## src/text_line_filter_macros.svh

```systemverilog
// ----------------------------------------------------------------------------
// text_line_filter assertion macros
// Concurrent assertion shorthands; compiled out when NO_ASSERTIONS is set.
// ----------------------------------------------------------------------------
`ifndef TEXT_LINE_FILTER_MACROS_SVH
`define TEXT_LINE_FILTER_MACROS_SVH

`ifndef NO_ASSERTIONS
// property must hold at every clock edge outside reset
`define TLF_ASSERT(lbl, clk_s, rst_s, prop, msg) \
  lbl: assert property (@(posedge clk_s) disable iff (rst_s) prop) else $error(msg);
// condition must never be seen outside reset
`define TLF_ASSERT_NEVER(lbl, clk_s, rst_s, cond, msg) \
  lbl: assert property (@(posedge clk_s) disable iff (rst_s) !(cond)) else $error(msg);
`else
`define TLF_ASSERT(lbl, clk_s, rst_s, prop, msg)
`define TLF_ASSERT_NEVER(lbl, clk_s, rst_s, cond, msg)
`endif

`endif

```

## src/tlf_pkg.sv

```systemverilog
// ----------------------------------------------------------------------------
// tlf_pkg
// Shared types and constants of the text line filter.
// ----------------------------------------------------------------------------
`default_nettype none

package tlf_pkg;

  localparam int NUMBER_DIGITS_DEFAULT = 6;
  localparam int QUEUE_DEPTH           = 4;

  // configuration port
  localparam int CFG_INDEX_W = 3;
  localparam int CFG_DATA_W  = 1;

  localparam logic [CFG_INDEX_W-1:0] REG_NUMBER_ALL       = 3'd0;
  localparam logic [CFG_INDEX_W-1:0] REG_NUMBER_NONBLANK  = 3'd1;
  localparam logic [CFG_INDEX_W-1:0] REG_SQUEEZE_BLANK    = 3'd2;
  localparam logic [CFG_INDEX_W-1:0] REG_SHOW_ENDS        = 3'd3;
  localparam logic [CFG_INDEX_W-1:0] REG_SHOW_TABS        = 3'd4;
  localparam logic [CFG_INDEX_W-1:0] REG_SHOW_NONPRINTING = 3'd5;

  // characters
  localparam logic [7:0] CHAR_TAB     = 8'd9;
  localparam logic [7:0] CHAR_NL      = 8'd10;
  localparam logic [7:0] CHAR_SPACE   = 8'd32;
  localparam logic [7:0] CHAR_DOLLAR  = 8'd36;
  localparam logic [7:0] CHAR_ZERO    = 8'd48;
  localparam logic [7:0] CHAR_I       = 8'd73;
  localparam logic [7:0] CHAR_CARET   = 8'd94;
  localparam logic [7:0] CHAR_DEL     = 8'd127;
  localparam logic [7:0] CTRL_LIMIT   = 8'd32;
  localparam logic [7:0] CARET_OFFSET = 8'd64;

  localparam logic [3:0] BCD_NINE = 4'd9;
  localparam logic [3:0] BCD_ZERO = 4'd0;

  typedef struct packed {
    logic number_all;
    logic number_nonblank;
    logic squeeze_blank;
    logic show_ends;
    logic show_tabs;
    logic show_nonprinting;
  } cfg_t;

  // per-request descriptor handed from front to back (line number travels beside it)
  typedef struct packed {
    logic       num_en;
    logic       lead_en;
    logic [7:0] lead_byte;
    logic [7:0] last_byte;
  } desc_t;

endpackage

`default_nettype wire

```

## src/tlf_front.sv

```systemverilog
// ----------------------------------------------------------------------------
// tlf_front
// Accepts input bytes, holds the line state and builds one descriptor per byte that is not squeezed.
// ----------------------------------------------------------------------------
`default_nettype none

module tlf_front #(
  parameter int NUMBER_DIGITS = tlf_pkg::NUMBER_DIGITS_DEFAULT
) (
  input  wire logic                            clk,
  input  wire logic                            rst,
  input  wire logic                            push,
  output logic                                 full,
  input  wire logic [7:0]                      in_byte,
  input  wire logic                            file_start,
  input  wire logic                            cfg_write,
  input  wire logic [tlf_pkg::CFG_INDEX_W-1:0] cfg_index,
  input  wire logic [tlf_pkg::CFG_DATA_W-1:0]  cfg_data,
  input  wire logic                            q_full,
  output logic                                 q_push,
  output tlf_pkg::desc_t                       q_desc,
  output logic [4*NUMBER_DIGITS-1:0]           q_number
);

  localparam int NW = 4 * NUMBER_DIGITS;
  localparam logic [NW-1:0] NUMBER_ONE = NW'(1);

  tlf_pkg::cfg_t   cfg;
  logic            prev_nl;
  logic [1:0]      blank_run;
  logic [NW-1:0]   line_number;

  logic            fire;
  logic            pwn_base;
  logic [1:0]      br_base;
  logic [NW-1:0]   ln_base;
  logic [NW-1:0]   ln_bumped;
  logic            is_nl;
  logic            sq;
  logic [1:0]      br_inc;
  logic            drop;
  logic            nb, na, show_v, show_e, show_t, caret_mode;
  tlf_pkg::desc_t  desc;

  assign full  = q_full;
  assign fire  = push && !q_full;
  assign is_nl = (in_byte == tlf_pkg::CHAR_NL);

  // state as seen by this byte, after an optional file restart
  assign pwn_base = file_start ? 1'b1 : prev_nl;
  assign br_base  = file_start ? 2'd0 : blank_run;
  assign ln_base  = file_start ? NUMBER_ONE : line_number;

  assign sq     = cfg.squeeze_blank && is_nl && pwn_base;
  assign br_inc = (br_base == 2'd2) ? 2'd2 : br_base + 2'd1;
  assign drop   = sq && (br_inc == 2'd2);

  assign nb         = cfg.number_nonblank;
  assign na         = cfg.number_all && !nb;
  assign show_v     = cfg.show_nonprinting;
  assign show_e     = cfg.show_ends && !show_v;
  assign show_t     = cfg.show_tabs && !show_v;
  assign caret_mode = show_v || show_e || show_t;

  // decimal increment, holding at all nines
  always_comb begin
    logic       carry;
    logic [3:0] d;
    carry = 1'b0;
    for (int k = 0; k < NUMBER_DIGITS; k++) begin
      if (ln_base[4*k +: 4] != tlf_pkg::BCD_NINE) carry = 1'b1;
    end
    ln_bumped = ln_base;
    for (int k = 0; k < NUMBER_DIGITS; k++) begin
      d = ln_base[4*k +: 4];
      if (carry) begin
        if (d == tlf_pkg::BCD_NINE) begin
          ln_bumped[4*k +: 4] = tlf_pkg::BCD_ZERO;
        end else begin
          ln_bumped[4*k +: 4] = d + 4'd1;
          carry = 1'b0;
        end
      end
    end
  end

  always_comb begin
    desc.num_en    = (na || (nb && !is_nl)) && pwn_base;
    desc.lead_en   = 1'b0;
    desc.lead_byte = tlf_pkg::CHAR_CARET;
    desc.last_byte = in_byte;
    if (show_t && in_byte == tlf_pkg::CHAR_TAB) begin
      desc.lead_en   = 1'b1;
      desc.last_byte = tlf_pkg::CHAR_I;
    end else if (show_e && is_nl) begin
      desc.lead_en   = 1'b1;
      desc.lead_byte = tlf_pkg::CHAR_DOLLAR;
    end else if (caret_mode && in_byte < tlf_pkg::CTRL_LIMIT && !is_nl
                 && in_byte != tlf_pkg::CHAR_TAB) begin
      desc.lead_en   = 1'b1;
      desc.last_byte = in_byte + tlf_pkg::CARET_OFFSET;
    end else if (caret_mode && in_byte == tlf_pkg::CHAR_DEL) begin
      desc.lead_en   = 1'b1;
      desc.last_byte = in_byte - tlf_pkg::CARET_OFFSET;
    end
  end

  assign q_push   = fire && !drop;
  assign q_desc   = desc;
  assign q_number = ln_base;

  always_ff @(posedge clk) begin
    if (rst) begin
      cfg         <= '0;
      prev_nl     <= 1'b1;
      blank_run   <= 2'd0;
      line_number <= NUMBER_ONE;
    end else begin
      if (cfg_write) begin
        case (cfg_index)
          tlf_pkg::REG_NUMBER_ALL:       cfg.number_all       <= cfg_data[0];
          tlf_pkg::REG_NUMBER_NONBLANK:  cfg.number_nonblank  <= cfg_data[0];
          tlf_pkg::REG_SQUEEZE_BLANK:    cfg.squeeze_blank    <= cfg_data[0];
          tlf_pkg::REG_SHOW_ENDS:        cfg.show_ends        <= cfg_data[0];
          tlf_pkg::REG_SHOW_TABS:        cfg.show_tabs        <= cfg_data[0];
          tlf_pkg::REG_SHOW_NONPRINTING: cfg.show_nonprinting <= cfg_data[0];
          default: ;
        endcase
      end
      if (fire) begin
        blank_run <= sq ? br_inc : 2'd0;
        if (drop) begin
          // squeezed newline: only the restart and run count take effect
          prev_nl     <= pwn_base;
          line_number <= ln_base;
        end else begin
          prev_nl     <= (desc.last_byte == tlf_pkg::CHAR_NL);
          line_number <= desc.num_en ? ln_bumped : ln_base;
        end
      end
    end
  end

endmodule

`default_nettype wire

```

## src/tlf_queue.sv

```systemverilog
// ----------------------------------------------------------------------------
// tlf_queue
// Short descriptor queue between the front and the back.
// ----------------------------------------------------------------------------
`default_nettype none
`include "text_line_filter_macros.svh"

module tlf_queue #(
  parameter int WIDTH = 8,
  parameter int DEPTH = tlf_pkg::QUEUE_DEPTH
) (
  input  wire logic             clk,
  input  wire logic             rst,
  input  wire logic             push,
  input  wire logic [WIDTH-1:0] wdata,
  output logic                  full,
  input  wire logic             pop,
  output logic                  valid,
  output logic [WIDTH-1:0]      rdata
);

  localparam int AW = (DEPTH > 1) ? $clog2(DEPTH) : 1;
  localparam int CW = $clog2(DEPTH + 1);
  localparam logic [CW-1:0] COUNT_FULL = CW'(DEPTH);
  localparam logic [AW-1:0] LAST_SLOT  = AW'(DEPTH - 1);

  logic [WIDTH-1:0] slots [DEPTH];
  logic [AW-1:0]    wr_ptr, rd_ptr;
  logic [CW-1:0]    count;

  assign full  = (count == COUNT_FULL);
  assign valid = (count != '0);
  assign rdata = slots[rd_ptr];

  always_ff @(posedge clk) begin
    if (push && !full) slots[wr_ptr] <= wdata;
  end

  always_ff @(posedge clk) begin
    if (rst) begin
      wr_ptr <= '0;
      rd_ptr <= '0;
      count  <= '0;
    end else begin
      if (push && !full) wr_ptr <= (wr_ptr == LAST_SLOT) ? '0 : wr_ptr + 1'b1;
      if (pop && valid)  rd_ptr <= (rd_ptr == LAST_SLOT) ? '0 : rd_ptr + 1'b1;
      case ({push && !full, pop && valid})
        2'b10:   count <= count + 1'b1;
        2'b01:   count <= count - 1'b1;
        default: count <= count;
      endcase
    end
  end

  `TLF_ASSERT(a_count_range, clk, rst, count <= COUNT_FULL, "queue count out of range")
  `TLF_ASSERT_NEVER(a_push_full, clk, rst, push && full, "push into full queue")
  `TLF_ASSERT_NEVER(a_pop_empty, clk, rst, pop && !valid, "pop from empty queue")
  `TLF_ASSERT(a_count_up, clk, rst, (push && !pop && !full) |=> count == $past(count) + 1'b1,
              "queue count did not advance on push")

endmodule

`default_nettype wire

```

## src/tlf_back.sv

```systemverilog
// ----------------------------------------------------------------------------
// tlf_back
// Expands each descriptor into its output bytes, one per cycle while the output is empty or popped.
// ----------------------------------------------------------------------------
`default_nettype none
`include "text_line_filter_macros.svh"

module tlf_back #(
  parameter int NUMBER_DIGITS = tlf_pkg::NUMBER_DIGITS_DEFAULT
) (
  input  wire logic                           clk,
  input  wire logic                           rst,
  input  wire logic                           q_valid,
  input  wire tlf_pkg::desc_t                 q_desc,
  input  wire logic [4*NUMBER_DIGITS-1:0]     q_number,
  output logic                                q_pop,
  output logic                                empty,
  input  wire logic                           pop,
  output logic [7:0]                          out_byte,
  output logic                                last_of_run
);

  localparam int PW = $clog2(NUMBER_DIGITS + 3);
  localparam logic [PW-1:0] POS_FIRST = '0;
  localparam logic [PW-1:0] POS_TAB   = PW'(NUMBER_DIGITS);
  localparam logic [PW-1:0] POS_LEAD  = PW'(NUMBER_DIGITS + 1);
  localparam logic [PW-1:0] POS_FINAL = PW'(NUMBER_DIGITS + 2);

  logic          started;
  logic [PW-1:0] pos;
  logic          out_valid;

  logic          can_load, emit;
  logic [PW-1:0] start_pos, cur_pos, next_pos;
  logic [7:0]    digit_chars [NUMBER_DIGITS];
  logic [7:0]    cur_byte;

  assign empty    = !out_valid;
  assign can_load = !out_valid || pop;
  assign emit     = q_valid && can_load;

  assign start_pos = q_desc.num_en  ? POS_FIRST :
                     q_desc.lead_en ? POS_LEAD  : POS_FINAL;
  assign cur_pos   = started ? pos : start_pos;
  assign next_pos  = (cur_pos == POS_TAB && !q_desc.lead_en) ? POS_FINAL : cur_pos + 1'b1;
  assign q_pop     = emit && (cur_pos == POS_FINAL);

  // right-justified digits: leading zeros above the units digit print as spaces
  always_comb begin
    logic       zero_run;
    logic [3:0] d;
    zero_run = 1'b1;
    for (int j = NUMBER_DIGITS - 1; j >= 0; j--) begin
      d        = q_number[4*j +: 4];
      zero_run = zero_run && (d == tlf_pkg::BCD_ZERO);
      digit_chars[NUMBER_DIGITS-1-j] = (zero_run && j != 0) ? tlf_pkg::CHAR_SPACE
                                                             : tlf_pkg::CHAR_ZERO + {4'd0, d};
    end
  end

  always_comb begin
    if (cur_pos == POS_FINAL) begin
      cur_byte = q_desc.last_byte;
    end else if (cur_pos == POS_LEAD) begin
      cur_byte = q_desc.lead_byte;
    end else if (cur_pos == POS_TAB) begin
      cur_byte = tlf_pkg::CHAR_TAB;
    end else begin
      cur_byte = tlf_pkg::CHAR_SPACE;
      for (int p = 0; p < NUMBER_DIGITS; p++) begin
        if (cur_pos == PW'(p)) cur_byte = digit_chars[p];
      end
    end
  end

  always_ff @(posedge clk) begin
    if (rst) begin
      started   <= 1'b0;
      pos       <= POS_FIRST;
      out_valid <= 1'b0;
    end else begin
      if (can_load) out_valid <= emit;
      if (emit) begin
        started <= (cur_pos != POS_FINAL);
        pos     <= next_pos;
      end
    end
  end

  always_ff @(posedge clk) begin
    if (emit) begin
      out_byte    <= cur_byte;
      last_of_run <= (cur_pos == POS_FINAL);
    end
  end

  `TLF_ASSERT(a_started_has_entry, clk, rst, started |-> q_valid,
              "sequencer mid-request with no queued descriptor")
  `TLF_ASSERT(a_pos_range, clk, rst, started |-> pos <= POS_FINAL, "sequencer position out of range")
  `TLF_ASSERT(a_pop_marks_last, clk, rst, q_pop |=> last_of_run && !empty,
              "descriptor retired without its final byte")

endmodule

`default_nettype wire

```

## src/text_line_filter.sv

```systemverilog
// ----------------------------------------------------------------------------
// text_line_filter
// Byte-stream rewriter: line numbers, blank-line squeezing, caret notation.
//
//   channel  direction  handshake      payload
//   input    in         push / full    in_byte, file_start
//   result   out        pop / empty    out_byte, last_of_run
//   config   in         cfg_write      cfg_index, cfg_data
//
// An input byte is taken every cycle while the descriptor queue has room.
// A byte expands to 0 to NUMBER_DIGITS+3 output bytes; the back end sends
// one output byte per cycle while the output is empty or popped. The queue
// (QUEUE_DEPTH requests) lets input and output stall independently.
// Synchronous reset; no clearing pass.
// ----------------------------------------------------------------------------
`default_nettype none

module text_line_filter #(
  parameter int NUMBER_DIGITS = tlf_pkg::NUMBER_DIGITS_DEFAULT
) (
  input  wire logic                            clk,
  input  wire logic                            rst,
  input  wire logic                            push,
  output logic                                 full,
  input  wire logic [7:0]                      in_byte,
  input  wire logic                            file_start,
  output logic                                 empty,
  input  wire logic                            pop,
  output logic [7:0]                           out_byte,
  output logic                                 last_of_run,
  input  wire logic                            cfg_write,
  input  wire logic [tlf_pkg::CFG_INDEX_W-1:0] cfg_index,
  input  wire logic [tlf_pkg::CFG_DATA_W-1:0]  cfg_data
);

  localparam int NW = 4 * NUMBER_DIGITS;
  localparam int DW = NW + $bits(tlf_pkg::desc_t);

  logic                q_full, q_push, q_valid, q_pop;
  tlf_pkg::desc_t      f_desc, b_desc;
  logic [NW-1:0]       f_number, b_number;
  logic [DW-1:0]       q_rdata;

  tlf_front #(.NUMBER_DIGITS(NUMBER_DIGITS)) u_front (
    .clk        (clk),
    .rst        (rst),
    .push       (push),
    .full       (full),
    .in_byte    (in_byte),
    .file_start (file_start),
    .cfg_write  (cfg_write),
    .cfg_index  (cfg_index),
    .cfg_data   (cfg_data),
    .q_full     (q_full),
    .q_push     (q_push),
    .q_desc     (f_desc),
    .q_number   (f_number)
  );

  tlf_queue #(.WIDTH(DW), .DEPTH(tlf_pkg::QUEUE_DEPTH)) u_queue (
    .clk   (clk),
    .rst   (rst),
    .push  (q_push),
    .wdata ({f_number, f_desc}),
    .full  (q_full),
    .pop   (q_pop),
    .valid (q_valid),
    .rdata (q_rdata)
  );

  assign b_number = q_rdata[DW-1 -: NW];
  assign b_desc   = q_rdata[$bits(tlf_pkg::desc_t)-1:0];

  tlf_back #(.NUMBER_DIGITS(NUMBER_DIGITS)) u_back (
    .clk         (clk),
    .rst         (rst),
    .q_valid     (q_valid),
    .q_desc      (b_desc),
    .q_number    (b_number),
    .q_pop       (q_pop),
    .empty       (empty),
    .pop         (pop),
    .out_byte    (out_byte),
    .last_of_run (last_of_run)
  );

endmodule

`default_nettype wire
```

## config.mk

```make
export PLATFORM = sky130hd
export DESIGN_NAME = text_line_filter
export DESIGN_NICKNAME = d
export VERILOG_FILES = /design/src/tlf_pkg.sv /design/src/tlf_front.sv /design/src/tlf_queue.sv /design/src/tlf_back.sv /design/src/text_line_filter.sv
export VERILOG_INCLUDE_DIRS = /design/src /design/src/src
export SDC_FILE = /design/constraint.sdc
export NUM_CORES = 1
export LEC_CHECK = 0
export BUFFER_PORTS_ARGS = -buffer_cell sky130_fd_sc_hd__clkbuf_2
export CAP_MARGIN = 20
export CORE_ASPECT_RATIO = 0.6
export CORE_MARGIN = 2
export CORE_UTILIZATION = 67
export DETAILED_ROUTE_END_ITERATION = 8
export GPL_ROUTABILITY_DRIVEN = 0
export PLACE_DENSITY = 0.85
export SKIP_LAST_GASP = 1
export SLEW_MARGIN = 10
export SYNTH_ARGS = -nofsm -noshare
export SYNTH_HDL_FRONTEND = slang
export SYNTH_SLANG_ARGS = --single-unit
```

## constraint.sdc

```tcl
create_clock -name clk -period 6.83 [get_ports clk]
set_clock_uncertainty 0.15 [all_clocks]
set_input_delay 2.049 -clock clk [delete_from_list [all_inputs] [get_ports clk]]
set_output_delay 2.049 -clock clk [all_outputs]
set_load 0.01 [all_outputs]
```

==> flow_summary_export.csv <==
group,metric,value,unit
logic_synthesis,syn_nets,727,
final_layout,diodes,0,
sta,max-slew-margin-rel,36.5,%
worst_setup_path,crit_family,"buffers and inverters",
route,dr.pass1.iters,5,
worst_setup_path,slowest_stage,"clkbuf_2",
pwr,sw_frac_of_total,29.4,%
worst_setup_path,cp.arrival,5.33,ns
cts,ctsHoldBuffers,0,
pwr,p_int,0.00227,W
logic_synthesis,synth_ff_type,"edfxtp_1",
worst_setup_path,cpPeakStageDelay,0.63,ns
route,num_vias,6164,
logic_synthesis,synthAdderAreaFrac,2.01,%
global_routing,overflow,0,
logic_synthesis,yosys-top-cells-area,"edfxtp_1 (51%), dfxtp_1 (11%), mux4_2 (9.4%), nor2_1 (2.6%), a21oi_1 (2.0%)",
pwr,p_seq_share,46.5,%
route,drcViolationCount,0,
cts,numCtsBuffers,19,
status,outcome,"completed",
worst_setup_path,end_kind,"flop",
floorplanning,die_h,94.3,um
worst_setup_path,path_buf_inv,5,
logic_synthesis,async_flop_share,0,%
worst_setup_path,worstPathRequired,7.08,ns
logic_synthesis,syn_inst,695,
sta,fin_crit_sh,74.3,%
final_layout,syn_to_final_growth,9.28,%
cts,path_clk_slew,0.06,ns
pwr,leakage,3.44,nW
logic_synthesis,synth-seq-cells,201,
sta,grt_setup_unrepaired,"no",
logic_synthesis,synth_xor_area_share,1.16,%
sta,hold_viol_final,0,
route,wl_per_cell,23.1,um
floorplanning,core-area,13100,um^2
worst_setup_path,crit_path_max_fanout,38,
logic_synthesis,synth_edf_count,153,
floorplanning,num_rows,32,
cts,clockBufferDepth,3,
cts,cts_resized,0,
cts,cts_tree,"yes",
final_layout,final_cell_mix,"edfxtp_1 (153), nor2_1 (64), dfxtp_1 (47), nand2_1 (42), mux4_2 (38)",
sta,finalSetupTns,0,ns
logic_synthesis,yosysTopAreaCell,"edfxtp_1",
logic_synthesis,synth_top_family_by_area,"simple AND/OR/NAND/NOR gates",
placed_design,dpl_cell_area,9360,um^2
cts,cts_max_level,1,
sta,slew_viol_final,0,
sta,setup_violations,0,
pwr,pwr_density_cell,324,nW/um^2
global_routing,grt_pass1_vias,5927,
global_routing,grt_pass1_wl,32.9,mm
placed_design,io_buffers,28,
logic_synthesis,synth_area_per_cell,13.1,um^2
logic_synthesis,synth-simple-area-share,13.2,%
placed_design,dp_hpwl,13.4,mm
route,totalWireLength,20.7,mm
pwr,p_clk_share,31.0,%
global_routing,grt_max_degree,44,
pwr,vdd_drop_max,0.211,mV
worst_setup_path,crit_path_start_kind,"input port",
worst_hold_path,hp-class,"reg -> reg",
final_layout,final_area,9940,um^2
floorplanning,die_area,14600,um^2
cts,clkSinkCount,201,
cts,post_cts_buffers,0,
logic_synthesis,synth_cell_types,68,
final_layout,finish.net_count,749,
sta,fin_crit,5.08,ns
pwr,share_comb_of_total_power,22.5,%
logic_synthesis,synth_mux_area_share,10.5,%
route,drtAntennaViolNets,0,
route,via_per_inst,6.86,
run,cap_violations,0,
floorplanning,initial_core_util,69.7,%
logic_synthesis,synth_top_area_share,50.5,%
logic_synthesis,synth_compound_area_share,9.15,%
final_layout,final_common_cell,"edfxtp_1",
logic_synthesis,synth_seq_area_share,61.1,%
final_layout,drive_gt1_share,15.2,%
cts,clk_latency,0.48,ns
logic_synthesis,yosysWarnings,0,
global_routing,antenna_found_initial,0,
cts,cts_root_buf,"clkbuf_16",
floorplanning,die_x,154,um
sta,fmax,0.197,GHz
worst_setup_path,crit_path_cell_trace,"clkbuf_2 -> inv_1 -> nand2_1 -> ha_1 -> o211a_1 -> a21oi_1 -> buf_4 -> clkinv_1 -> ha_1 -> inv_1 -> fa_1 -> xor2_1 -> or3_1 -> a21oi_1",
global_routing,grt_usage,30.0,%
final_layout,postLayoutCoreUtil,76.2,%
pwr,p_sw,0.000946,W
sta,tightest_slew,0.953,ns
floorplanning,boundaryPins,29,
route,drt-initial-drc-count,745,
logic_synthesis,syn-cell-area,9100,um^2
worst_setup_path,crit_type,"in -> reg",
-- cell families (layout without fill, tap and decap cells) --
| logic type | after synthesis | count (layout) |
|---|---|---|
| compound gates | 122 | 122 |
| xor+xnor | 12 | 12 |
| fa+ha+maj | 14 | 14 |
| buf+inv | 65 | 99 |
| flops | 201 | 201 |
| mux | 48 | 48 |
| simple gates | 233 | 233 |
-- worst paths after layout --
path                                         end  slack (ns)             start  cells past startpoint
worst min register to register  u_back.out_valid        0.33  u_back.out_valid                      2
worst max register to register  u_queue.count[2]        2.32              flop                     13
worst max-delay path            u_queue.count[2]        1.75        file_start                     14
worst min-delay path            u_back.out_valid        0.33  u_back.out_valid                      2
-- final cells by class --
cell class	count	area (um^2)
sequential	201	5560
timing repair buffer	37	208
fill	766	3110
clock buffer	21	483
tap	170	213
multi-input combinational	429	3280
clock inverter	12	93.8
inverter	29	109
-- metal layers --
metal  GRT usage, %  share of wire [%]
met3           8.86                 12
met4           7.10                2.2
met5              0                  0
met1           43.7                 42
met2           45.2                 43
-- cell usage after synthesis, types with 3 or more instances --
library cell    n
nand2b_1        8
mux2i_1        10
a22oi_1         3
xor2_1          5
nand4_1        13
mux4_2         38
and3_1         11
nor2_1         64
nor3b_1         4
inv_1          27
o2111ai_1       3
o31ai_1         3
a221oi_1        7
or3_1           3
nor3_1         19
edfxtp_1      153
a21oi_1        37
nor4_1          3
a31oi_1         5
nor4bb_1        3
ha_1           13
nand2_1        42
o21ai_0        20
nor2b_1        27
o21bai_1        3
buf_2           7
and2_1          4
a21o_1          3
xnor2_1         7
nand3_1        18
dfxtp_1        48
a211oi_1        4
a22o_1          4
clkbuf_1       25
o32ai_1         3
-- state kept, by name (all words and copies together) (netlist names), named ones only --
signal               cells
u_back.last_of_run       1
u_back.out_byte          8
u_back.out_valid         1
u_back.pos               4
u_back.started           1
u_front.blank_run        2
u_front.cfg              4
u_front.line_number     24
u_front.nb               1
u_front.prev_nl          1
u_front.show_v           1
u_queue.count            3
u_queue.rd_ptr           2
u_queue.slots          144
u_queue.wr_ptr           2
-- power by group through the flow --
stage	Sequential, W	Combinational, W	Clock (W)
6_report	0.00150	0.000724	0.000997
5_1_grt	0.00151	0.000784	0.00105
4_1_cts	0.00150	0.000708	0.00100
3_5_place_dp	0.00152	0.000704	0
3_3_place_gp	0.00151	0.000682	0
2_1_floorplan	0.00152	0.000499	0
-- worst reg2reg max path: cells and delay by family, from the launching register on --
kind | cells | cell delay [ns]
adders and majority gates | 3 | 1.08
and+or+nand+nor | 3 | 1.04
AOI/OAI and AO/OA | 3 | 0.74
buffers and inverters | 2 | 0.57
muxes | 1 | 0.40
DFF | 1 | 0.30
xor gates and xnor gates | 1 | 0.16
-- stage by stage --
stage / cells / hold slack, ns / setup slack, ns / total power [W]
floorplan: 695 / 0.296 / 2.13 / 0.00202
global placement: 866 / 0.303 / 1.61 / 0.00219
detailed placement: 866 / 0.327 / 1.39 / 0.00223
CTS: 899 / 0.335 / 1.84 / 0.00321
global route: 899 / 0.380 / 1.58 / 0.00334
finish: 899 / 0.329 / 1.75 / 0.00322
Power figures use the tool's default switching activity.
